[src/rss_pkg.sv]
// rss_pkg: shared types and constants of the random subset sampler
// no dependencies; used by rss_key_cell and random_subset_sampler
package rss_pkg;

    localparam int CLS_W  = 7;   // class index width, covers a pool of up to 128
    localparam int KEY_W  = 32;  // random word and key width
    localparam int MASK_W = 80;  // chosen-class mask width (low 64 + high 16)
    localparam int LOW_W  = 64;
    localparam int HIGH_W = 16;
    localparam int USED_W = 7;
    localparam int MODE_W = 2;

    localparam logic [MODE_W-1:0] MODE_FY_MOD  = 2'd0;
    localparam logic [MODE_W-1:0] MODE_FY_MUL  = 2'd1;
    localparam logic [MODE_W-1:0] MODE_KEYS    = 2'd2;
    localparam logic [MODE_W-1:0] MODE_SELECT  = 2'd3;

    typedef struct packed {
        logic [KEY_W-1:0] key;
        logic [CLS_W-1:0] idx;
    } rss_entry_t;

endpackage

[src/rss_ram.sv]
// rss_ram: generic ram, one write port and two registered read ports
// no dependencies
module rss_ram #(
    parameter int WIDTH = 7,
    parameter int DEPTH = 80
) (
    input  logic                     clk,
    input  logic                     wr_en,
    input  logic [$clog2(DEPTH)-1:0] wr_addr,
    input  logic [WIDTH-1:0]         wr_data,
    input  logic [$clog2(DEPTH)-1:0] rd_addr_a,
    input  logic [$clog2(DEPTH)-1:0] rd_addr_b,
    output logic [WIDTH-1:0]         rd_data_a,
    output logic [WIDTH-1:0]         rd_data_b
);

    logic [WIDTH-1:0] mem [DEPTH];

    always_ff @(posedge clk)
    begin
        if (wr_en)
        begin
            mem[wr_addr] <= wr_data;
        end
        rd_data_a <= mem[rd_addr_a];
        rd_data_b <= mem[rd_addr_b];
    end

endmodule

[src/rss_key_cell.sv]
// rss_key_cell: one slot of the sorted smallest-key chain
// depends on rss_pkg for the entry type
module rss_key_cell (
    input  logic               clk,
    input  logic               ins_en,
    input  logic               shift_en,
    input  logic               occ,
    input  rss_pkg::rss_entry_t new_entry,
    input  rss_pkg::rss_entry_t left_entry,
    input  logic               left_gt,
    input  rss_pkg::rss_entry_t right_entry,
    output rss_pkg::rss_entry_t entry,
    output logic               gt
);
    import rss_pkg::*;

    rss_entry_t entry_reg;

    // strict compare keeps the earlier index ahead on equal keys
    assign gt    = !occ || (entry_reg.key > new_entry.key);
    assign entry = entry_reg;

    always_ff @(posedge clk)
    begin
        if (shift_en)
        begin
            entry_reg <= right_entry;
        end
        else if (ins_en && gt)
        begin
            entry_reg <= left_gt ? left_entry : new_entry;
        end
    end

endmodule

[src/random_subset_sampler.sv]
// random_subset_sampler: top level, draws DRAWN_COUNT of POOL_SIZE classes
// depends on rss_pkg, rss_ram and rss_key_cell
//
// Usage:
//   input channel  in_valid / in_stall carries random_word, one per transaction
//   output channel out_valid / out_stall carries mask_low, mask_high, words_used
//   cfg_write with cfg_data selects the mode and restarts the draw
// A draw consumes min(DRAWN_COUNT, POOL_SIZE) words (Fisher-Yates), POOL_SIZE
// words (smallest keys), or until enough are kept or the pool ends (selection).
// Work per word, set by the per-word sequencer:
//   modulo mode       4-bit remainder steps over the word, ram read, swap
//   multiply mode     multiply, ram read, swap
//   smallest keys     one insert into the cell chain, plus a drain of the
//                    chain into the mask at the end
//   selection         multiply and compare
// The done state loads the result once the output register is free.
// in_stall is high while a word is in work or a finished result waits for a
// full output register; a stalled result holds. Reset clears the mode to 0
// and starts an empty draw; the permutation is tracked by valid bits, so no
// clearing pass is needed.
module random_subset_sampler #(
    parameter int POOL_SIZE   = 80,
    parameter int DRAWN_COUNT = 20
) (
    input  logic                       clk,
    input  logic                       rst_n,
    input  logic                       cfg_write,
    input  logic [rss_pkg::MODE_W-1:0] cfg_data,
    input  logic                       in_valid,
    output logic                       in_stall,
    input  logic [rss_pkg::KEY_W-1:0]  random_word,
    output logic                       out_valid,
    input  logic                       out_stall,
    output logic [rss_pkg::LOW_W-1:0]  mask_low,
    output logic [rss_pkg::HIGH_W-1:0] mask_high,
    output logic [rss_pkg::USED_W-1:0] words_used
);
    import rss_pkg::*;

    localparam int STEP_W   = $clog2(POOL_SIZE + 1);
    localparam int ADDR_W   = $clog2(POOL_SIZE);
    localparam int CNT_W    = $clog2(DRAWN_COUNT + 1);
    localparam int PROD_W   = KEY_W + STEP_W;
    localparam int FY_STEPS = (DRAWN_COUNT < POOL_SIZE) ? DRAWN_COUNT : POOL_SIZE;

    typedef enum logic [8:0] {
        ST_IDLE  = 9'b0_0000_0001,
        ST_MOD   = 9'b0_0000_0010,
        ST_MUL   = 9'b0_0000_0100,
        ST_RD    = 9'b0_0000_1000,
        ST_SWAP  = 9'b0_0001_0000,
        ST_KEY   = 9'b0_0010_0000,
        ST_SEL   = 9'b0_0100_0000,
        ST_DRAIN = 9'b0_1000_0000,
        ST_DONE  = 9'b1_0000_0000
    } state_t;

    function automatic logic [STEP_W-1:0] mod_step4(input logic [STEP_W-1:0] r,
                                                    input logic [3:0] nib,
                                                    input logic [STEP_W-1:0] d);
        logic [STEP_W:0]   t;
        logic [STEP_W-1:0] acc;
        acc = r;
        for (int i = 0; i < 4; i++)
        begin
            t = {acc, nib[3-i]};
            if (t >= {1'b0, d})
            begin
                t = t - {1'b0, d};
            end
            acc = t[STEP_W-1:0];
        end
        return acc;
    endfunction

    function automatic logic [MASK_W-1:0] mark(input logic [MASK_W-1:0] m,
                                               input logic [CLS_W-1:0] c);
        logic [MASK_W-1:0] res;
        res = m;
        if (32'(c) < MASK_W)
        begin
            res[c] = 1'b1;
        end
        return res;
    endfunction

    state_t              state_reg, state_next;
    logic [MODE_W-1:0]   mode_reg, mode_next;
    logic [STEP_W-1:0]   step_reg, step_next;
    logic [CNT_W-1:0]    chosen_reg, chosen_next;
    logic [CNT_W-1:0]    drain_reg, drain_next;
    logic [2:0]          nib_cnt_reg, nib_cnt_next;
    logic [MASK_W-1:0]   mask_acc_reg, mask_acc_next;
    logic [POOL_SIZE-1:0] pvalid_reg, pvalid_next;
    logic                pvj_reg, pvj_next, pvk_reg, pvk_next;
    logic [KEY_W-1:0]    word_reg, word_next;
    logic [KEY_W-1:0]    key_word_reg;
    logic [STEP_W-1:0]   rem_reg, rem_next;
    logic [STEP_W-1:0]   off_reg, off_next;
    logic                out_valid_reg;
    logic [MASK_W-1:0]   out_mask_reg;
    logic [USED_W-1:0]   out_used_reg;

    logic                load_out, ins_en, shift_en, ram_we;
    logic [STEP_W-1:0]   rest, step_inc, k_pos;
    logic [CNT_W-1:0]    chosen_inc, drain_inc, need;
    logic [PROD_W-1:0]   prod;
    logic [STEP_W-1:0]   prod_hi;
    logic [ADDR_W-1:0]   j_addr, k_addr;
    logic [CLS_W-1:0]    rd_j, rd_k, val_j, val_k;
    logic                sel_hit;

    rss_entry_t          new_entry;
    rss_entry_t          cell_q  [DRAWN_COUNT];
    logic                cell_gt [DRAWN_COUNT];

    assign rest       = STEP_W'(POOL_SIZE) - step_reg;
    assign step_inc   = step_reg + 1'b1;
    assign chosen_inc = chosen_reg + 1'b1;
    assign drain_inc  = drain_reg + 1'b1;
    assign need       = CNT_W'(DRAWN_COUNT) - chosen_reg;
    assign prod       = PROD_W'(word_reg) * PROD_W'(rest);
    assign prod_hi    = prod[PROD_W-1:KEY_W];
    assign sel_hit    = 32'(prod_hi) < 32'(need);
    assign k_pos      = step_reg + off_reg;
    assign j_addr     = ADDR_W'(step_reg);
    assign k_addr     = ADDR_W'(k_pos);
    assign val_j      = pvj_reg ? rd_j : CLS_W'(step_reg);
    assign val_k      = pvk_reg ? rd_k : CLS_W'(k_pos);

    assign new_entry.key = key_word_reg;
    assign new_entry.idx = CLS_W'(step_reg);

    rss_ram #(
        .WIDTH(CLS_W),
        .DEPTH(POOL_SIZE)
    ) u_perm_ram (
        .clk      (clk),
        .wr_en    (ram_we),
        .wr_addr  (k_addr),
        .wr_data  (val_j),
        .rd_addr_a(j_addr),
        .rd_addr_b(k_addr),
        .rd_data_a(rd_j),
        .rd_data_b(rd_k)
    );

    for (genvar p = 0; p < DRAWN_COUNT; p++)
    begin : g_cell
        rss_key_cell u_cell (
            .clk        (clk),
            .ins_en     (ins_en),
            .shift_en   (shift_en),
            .occ        (32'(p) < 32'(chosen_reg)),
            .new_entry  (new_entry),
            .left_entry ((p == 0) ? new_entry : cell_q[(p == 0) ? 0 : p-1]),
            .left_gt    ((p == 0) ? 1'b0 : cell_gt[(p == 0) ? 0 : p-1]),
            .right_entry(cell_q[(p == DRAWN_COUNT-1) ? p : p+1]),
            .entry      (cell_q[p]),
            .gt         (cell_gt[p])
        );
    end

    always_comb
    begin
        state_next    = state_reg;
        mode_next     = mode_reg;
        step_next     = step_reg;
        chosen_next   = chosen_reg;
        drain_next    = drain_reg;
        nib_cnt_next  = nib_cnt_reg;
        mask_acc_next = mask_acc_reg;
        pvalid_next   = pvalid_reg;
        pvj_next      = pvj_reg;
        pvk_next      = pvk_reg;
        word_next     = word_reg;
        rem_next      = rem_reg;
        off_next      = off_reg;
        load_out      = 1'b0;
        ins_en        = 1'b0;
        shift_en      = 1'b0;
        ram_we        = 1'b0;

        case (state_reg)
            ST_IDLE:
            begin
                if (in_valid)
                begin
                    word_next    = random_word;
                    rem_next     = '0;
                    nib_cnt_next = '0;
                    case (mode_reg)
                        MODE_FY_MOD: state_next = ST_MOD;
                        MODE_FY_MUL: state_next = ST_MUL;
                        MODE_KEYS:   state_next = ST_KEY;
                        default:     state_next = ST_SEL;
                    endcase
                end
            end
            ST_MOD:
            begin
                rem_next     = mod_step4(rem_reg, word_reg[KEY_W-1 -: 4], rest);
                word_next    = word_reg << 4;
                nib_cnt_next = nib_cnt_reg + 1'b1;
                if (nib_cnt_reg == 3'd7)
                begin
                    off_next   = rem_next;
                    state_next = ST_RD;
                end
            end
            ST_MUL:
            begin
                off_next   = prod_hi;
                state_next = ST_RD;
            end
            ST_RD:
            begin
                pvj_next   = pvalid_reg[j_addr];
                pvk_next   = pvalid_reg[k_addr];
                state_next = ST_SWAP;
            end
            ST_SWAP:
            begin
                // position j is never read again, so only slot k is written back
                ram_we              = 1'b1;
                pvalid_next[k_addr] = 1'b1;
                mask_acc_next       = mark(mask_acc_reg, val_k);
                step_next           = step_inc;
                state_next = (step_inc >= STEP_W'(FY_STEPS)) ? ST_DONE : ST_IDLE;
            end
            ST_KEY:
            begin
                ins_en    = 1'b1;
                step_next = step_inc;
                if (chosen_reg < CNT_W'(DRAWN_COUNT))
                begin
                    chosen_next = chosen_inc;
                end
                drain_next = '0;
                state_next = (step_inc >= STEP_W'(POOL_SIZE)) ? ST_DRAIN : ST_IDLE;
            end
            ST_DRAIN:
            begin
                shift_en   = 1'b1;
                drain_next = drain_inc;
                if (drain_reg < chosen_reg)
                begin
                    mask_acc_next = mark(mask_acc_reg, cell_q[0].idx);
                end
                if (drain_inc >= chosen_reg)
                begin
                    state_next = ST_DONE;
                end
            end
            ST_SEL:
            begin
                step_next = step_inc;
                if (sel_hit)
                begin
                    mask_acc_next = mark(mask_acc_reg, CLS_W'(step_reg));
                    chosen_next   = chosen_inc;
                end
                if ((sel_hit && chosen_inc >= CNT_W'(DRAWN_COUNT))
                    || step_inc >= STEP_W'(POOL_SIZE))
                begin
                    state_next = ST_DONE;
                end
                else
                begin
                    state_next = ST_IDLE;
                end
            end
            ST_DONE:
            begin
                if (!out_valid_reg || !out_stall)
                begin
                    load_out      = 1'b1;
                    step_next     = '0;
                    chosen_next   = '0;
                    mask_acc_next = '0;
                    pvalid_next   = '0;
                    state_next    = ST_IDLE;
                end
            end
            default:
            begin
                state_next = ST_IDLE;
            end
        endcase

        // a mode write restarts the draw
        if (cfg_write)
        begin
            mode_next     = cfg_data;
            step_next     = '0;
            chosen_next   = '0;
            mask_acc_next = '0;
            pvalid_next   = '0;
            state_next    = ST_IDLE;
        end
    end

    always_ff @(posedge clk or negedge rst_n)
    begin
        if (!rst_n)
        begin
            state_reg     <= ST_IDLE;
            mode_reg      <= MODE_FY_MOD;
            step_reg      <= '0;
            chosen_reg    <= '0;
            drain_reg     <= '0;
            nib_cnt_reg   <= '0;
            mask_acc_reg  <= '0;
            pvalid_reg    <= '0;
            out_valid_reg <= 1'b0;
        end
        else
        begin
            state_reg    <= state_next;
            mode_reg     <= mode_next;
            step_reg     <= step_next;
            chosen_reg   <= chosen_next;
            drain_reg    <= drain_next;
            nib_cnt_reg  <= nib_cnt_next;
            mask_acc_reg <= mask_acc_next;
            pvalid_reg   <= pvalid_next;
            if (load_out)
            begin
                out_valid_reg <= 1'b1;
            end
            else if (!out_stall)
            begin
                out_valid_reg <= 1'b0;
            end
        end
    end

    always_ff @(posedge clk)
    begin
        word_reg <= word_next;
        rem_reg  <= rem_next;
        off_reg  <= off_next;
        pvj_reg  <= pvj_next;
        pvk_reg  <= pvk_next;
        if (state_reg == ST_IDLE && in_valid)
        begin
            key_word_reg <= random_word;
        end
        if (load_out)
        begin
            out_mask_reg <= mask_acc_reg;
            out_used_reg <= USED_W'(step_reg);
        end
    end

    assign in_stall   = (state_reg != ST_IDLE);
    assign out_valid  = out_valid_reg;
    assign mask_low   = out_mask_reg[LOW_W-1:0];
    assign mask_high  = out_mask_reg[MASK_W-1:LOW_W];
    assign words_used = out_used_reg;

    a_chosen_bound: assert property (@(posedge clk) disable iff (!rst_n)
        chosen_reg <= CNT_W'(DRAWN_COUNT))
        else $error("chosen count beyond drawn count");

    a_step_bound: assert property (@(posedge clk) disable iff (!rst_n)
        step_reg <= STEP_W'(POOL_SIZE))
        else $error("step count beyond pool size");

    a_busy_after_accept: assert property (@(posedge clk) disable iff (!rst_n)
        (in_valid && !in_stall && !cfg_write) |=> in_stall)
        else $error("accepted transaction did not start work");

    a_result_waits: assert property (@(posedge clk) disable iff (!rst_n)
        (state_reg == ST_DONE && out_valid && out_stall && !cfg_write)
        |=> (state_reg == ST_DONE && out_valid))
        else $error("finished draw lost while output stalled");

endmodule

[config.mk]
export PLATFORM = sky130hd
export DESIGN_NAME = random_subset_sampler
export DESIGN_NICKNAME = d
export VERILOG_FILES = /design/src/rss_pkg.sv /design/src/rss_ram.sv /design/src/rss_key_cell.sv /design/src/random_subset_sampler.sv
export SDC_FILE = /design/constraint.sdc
export NUM_CORES = 2
export LEC_CHECK = 0
export BUFFER_PORTS_ARGS = -buffer_cell sky130_fd_sc_hd__buf_2
export CAP_MARGIN = 20
export CELL_PAD_IN_SITES_DETAIL_PLACEMENT = 2
export CELL_PAD_IN_SITES_GLOBAL_PLACEMENT = 2
export CORE_AREA = 2 2 492 494
export CTS_BUF_LIST = sky130_fd_sc_hd__clkbuf_8
export CTS_CLUSTER_DIAMETER = 40
export DETAILED_ROUTE_END_ITERATION = 10
export DIE_AREA = 0 0 494 496
export PLACE_DENSITY = 0.82
export SLEW_MARGIN = 0
export SYNTH_ARGS = -nofsm -noshare
export SYNTH_HDL_FRONTEND = slang
export SYNTH_SLANG_ARGS = --single-unit
[constraint.sdc]
create_clock -name clk -period 11.7 [get_ports clk]
set_input_delay 2.34 -clock clk [delete_from_list [all_inputs] [get_ports clk]]
set_output_delay 2.34 -clock clk [all_outputs]
set_load 0.01 [all_outputs]
==> impl_metrics.py <==
metrics = {
    "outcome": {
        "outcome": "complete, no violations",
    },
    "drt": {
        "drt-initial-drc-count": 10200,
        "vias": 93600,
        "totalWireLength_mm": 480,
        "route.detailed.drc": 0,
        "wire_per_inst_um": 35.3,
        "antenna_violating_nets_post_route": 0,
        "drt_pass1_iterations": 6,
        "vias_per_cell": 6.90,
    },
    "yosys": {
        "gate_count_after_technology_mapping": 10100,
        "synth.top_cell.area_share_pct": 43.1,
        "synthArstFlopShare_pct": 11.2,
        "yosys.cell_count.top_type": "sky130_fd_sc_hd__edfxtp_1",
        "synth.net_count": 11000,
        "synth_top_family_by_area": "compound AO/OA/AOI/OAI gates",
        "ys_top_cells_by_count": "sky130_fd_sc_hd__edfxtp_1 (1507), sky130_fd_sc_hd__nand2_1 (1152), sky130_fd_sc_hd__o21ai_0 (927)",
        "netlist-cell-type-count": 94,
        "yosys.area_share.adder_pct": 11.9,
        "synth_enable_flop_cells": 1507,
        "synth-simple-area-share_pct": 12.3,
        "synth_seq_cells": 1713,
        "post_synth_xor_area_fraction_pct": 0.349,
        "synth_mux_area_share_pct": 5.11,
        "synth_top_flop_cell": "sky130_fd_sc_hd__edfxtp_1",
        "syn_area_mm2": 0.105,
        "synth_compound_area_share_pct": 18.4,
        "seq_area_frac_synth_pct": 47.9,
        "ys.warnings.count": 0,
        "synthesis.area_per_instance_um2": 10.4,
        "synth_top_area_cell": "sky130_fd_sc_hd__edfxtp_1",
        "netlist_top_cells_area": "sky130_fd_sc_hd__edfxtp_1 (43%), sky130_fd_sc_hd__ha_1 (9.0%), sky130_fd_sc_hd__dfrtp_1 (4.5%), sky130_fd_sc_hd__o21ai_0 (4.4%), sky130_fd_sc_hd__mux2i_1 (4.2%)",
    },
    "global_route": {
        "groute.layer.met3.usage_pct": 6.98,
        "largest_net_degree_at_the_start_of_global_routing": 138,
        "grt_first_pass_wirelength_mm": 693,
        "grt-busiest-layer": "met2",
        "via_count_of_the_first_global_routing_pass": 103000,
        "global_route.usage.met1_pct": 44.8,
        "globalRouteMet2Util_pct": 62.0,
        "antenna_found_initial": 23,
        "globalRouteOverflowTotal": 0,
        "total_track_usage_pct": 37.6,
    },
    "clock_tree": {
        "worstSkewPairLatency_ns": 1.27,
        "cts-root-to-sink-buffers": 4,
        "number_of_buffers_added_by_the_clock_tree_synthesis_step": 375,
        "cts_root_buffer": "sky130_fd_sc_hd__clkbuf_8",
        "tritoncts_num_sinks": 1713,
        "post_cts_buffers": 0,
        "h-tree-depth": 5,
        "cts.reportedPaths.clkPinSlew_ns": 0.07,
        "cts_hold_buffers": 0,
        "number_of_gates_resized_after_cts": 0,
        "tritoncts_clock_tree": "built",
    },
    "floorplan": {
        "die_span_y_um": 496,
        "fp-row-count": 180,
        "die_area_mm2": 0.245,
        "design.portCount": 128,
        "floorplan.initialDensity_pct": 43.8,
        "fp.coreArea_mm2": 0.240,
        "fp.dieW_um": 494,
    },
    "power": {
        "leakage_power_figure_uw": 0.0437,
        "internal_power_contribution_uw": 15300,
        "pwr_density_cell_mw_per_mm2": 227,
        "clock_power_share_pct": 27.2,
        "power_frac_comb_pct": 45.3,
        "net-switching-power_uw": 11400,
        "switching_share_pct": 42.6,
        "power_frac_seq_pct": 27.5,
        "worst_ir_drop_vdd_mv": 0.398,
    },
    "placed_design": {
        "post-place-cells": 12900,
        "detailed_place_hpwl_mm": 307,
        "gp_routability_congestion": 0.905,
        "numPortBuffers": 127,
    },
    "sta": {
        "tightest_slew_ns": 1.33,
        "holdWs_ns": 0.448,
        "timing.final.crit_share_pct": 88.5,
        "hold_violations": 0,
        "setup_repair_after_global_routing_missed_its_margin": "no",
        "period_minus_slack_ns": 10.36,
        "finalMaxSlewViolations": 0,
        "fmax_ghz": 0.0965,
        "timing.setup.tns_ns": 0,
        "skew_ns": 0.208,
        "final-setup-viol-count": 0,
        "slew_headroom_pct": 11.6,
    },
    "final_layout": {
        "design.final.nets": 11000,
        "stdcell_count": 13600,
        "largest_reg_flops": 780,
        "drive_gt1_share_pct": 11.8,
        "areaGrowthSynthToFinish_pct": 11.6,
    },
    "critical_path": {
        "setup.worst_path.start_class": "flop",
        "critical_path_class": "flop to flop",
        "worstReg2RegStart": "j_addr[0]",
        "cp.required_ns": 12.59,
        "r2r_slack_ns": 1.34,
        "crit_path_start": "j_addr[0]",
        "timing.critical_path.arrival_ns": 11.25,
        "crit_path_max_fanout": 10,
        "timing.critical_path.to_type": "flop",
        "cp_slowest_cell": "sky130_fd_sc_hd__fa_1",
        "max_stage_delay_ns": 0.49,
    },
    "min_path": {
        "hold_path_startpoint": "mask_acc_reg[79]",
        "hold_class": "flop to flop",
    },
    "job": {
        "max_cap_viol_count": 0,
    },
}
-- per-stage QoR --
stage / area, um^2 / total power, uW / utilization [%] / worst slack, ns
2_1_floorplan: 105000 / 15000 / - / 2.01
3_5_place_dp: 109000 / 19100 / 45.6 / 1.34
4_1_cts: 117000 / 26300 / 48.8 / 1.22
6_report: 117000 / 26700 / 48.9 / 1.34
3_3_place_gp: 109000 / 18300 / 45.6 / 1.32
5_1_grt: 117000 / 28000 / 48.9 / 0.636
-- worst max-delay path, delay by kind of cell, from the launching register on --
family | cells | cell delay, ns
adder cells (fa/ha/maj) | 5 | 1.88
multiplexers | 5 | 1.34
AO/OA/AOI/OAI | 18 | 4.17
AND/OR/NAND/NOR | 7 | 1.34
flip-flops | 1 | 0.47
buffers and inverters | 4 | 0.59
XOR/XNOR | 1 | 0.30
-- power groups by stage --
stage               Sequential (uW)  Clock (uW)  Combinational, uW
floorplan                      7330           0               7690
global placement               7420           0              10800
detailed placement             7430           0              11600
CTS                            7320        7170              11900
global route                   7340        7470              13200
finish                         7330        7250              12100
-- final cells by class --
cell class / instances / area [um^2]
diodes: 14 / 35.0
well taps: 3185 / 3990
clock buffers: 405 / 5570
flip-flops and latches: 1713 / 50400
inverters: 336 / 1260
multi-input cells: 7288 / 51200
repair buffers: 377 / 2700
fillers: 24200 / 122000
clock inverters: 258 / 2160
-- placed cells by master (no fill, tap or decap), types with 50 or more instances in the layout --
| master | synthesis | layout |
|---|---|---|
| sky130_fd_sc_hd__a211oi_1 | 110 | 110 |
| sky130_fd_sc_hd__a21o_1 | 171 | 168 |
| sky130_fd_sc_hd__a21oi_1 | 483 | 479 |
| sky130_fd_sc_hd__a221oi_1 | 122 | 122 |
| sky130_fd_sc_hd__a22o_1 | 65 | 65 |
| sky130_fd_sc_hd__a22oi_1 | 475 | 475 |
| sky130_fd_sc_hd__a31oi_1 | 53 | 51 |
| sky130_fd_sc_hd__and2_1 | 113 | 110 |
| sky130_fd_sc_hd__buf_2 | 44 | 127 |
| sky130_fd_sc_hd__buf_4 | 1 | 227 |
| sky130_fd_sc_hd__clkbuf_8 | 0 | 405 |
| sky130_fd_sc_hd__dfrtp_1 | 191 | 184 |
| sky130_fd_sc_hd__edfxtp_1 | 1507 | 1507 |
| sky130_fd_sc_hd__fa_1 | 153 | 153 |
| sky130_fd_sc_hd__ha_1 | 754 | 754 |
| sky130_fd_sc_hd__inv_1 | 332 | 423 |
| sky130_fd_sc_hd__mux2_2 | 55 | 55 |
| sky130_fd_sc_hd__mux2i_1 | 443 | 443 |
| sky130_fd_sc_hd__nand2_1 | 1152 | 1147 |
| sky130_fd_sc_hd__nand3_1 | 112 | 105 |
| sky130_fd_sc_hd__nand4_1 | 267 | 267 |
| sky130_fd_sc_hd__nor2_1 | 666 | 661 |
| sky130_fd_sc_hd__nor2b_1 | 79 | 79 |
| sky130_fd_sc_hd__nor3_1 | 291 | 282 |
| sky130_fd_sc_hd__o211ai_1 | 50 | 50 |
| sky130_fd_sc_hd__o21a_1 | 139 | 138 |
| sky130_fd_sc_hd__o21ai_0 | 927 | 908 |
| sky130_fd_sc_hd__o21ai_1 | 58 | 53 |
| sky130_fd_sc_hd__o221a_2 | 124 | 124 |
| sky130_fd_sc_hd__o31ai_1 | 57 | 53 |
| sky130_fd_sc_hd__or3_1 | 51 | 51 |
-- worst paths after layout --
check                                    to  cells past startpoint
max reg2reg                      off_reg[2]                     40
max                              off_reg[2]                     40
max in group asynchronous         j_addr[4]                      3
min                        out_mask_reg[79]                      0
min reg2reg                out_mask_reg[79]                      0
min in group asynchronous    pvalid_reg[62]                      1
-- routing by layer --
metal	vias up	wire length [um]
met2	5486	227000
met3	1822	38700
met1	48200	179000
met4	24	34600
met5	-	284
li1	38100	-
-- logic make-up after synthesis --
family | after synthesis
mux | 515
xor+xnor | 41
fa+ha+maj | 907
flops | 1713
compound gates | 2961
simple gates | 2864
buf+inv | 1090
Power figures use the tool's default switching activity.
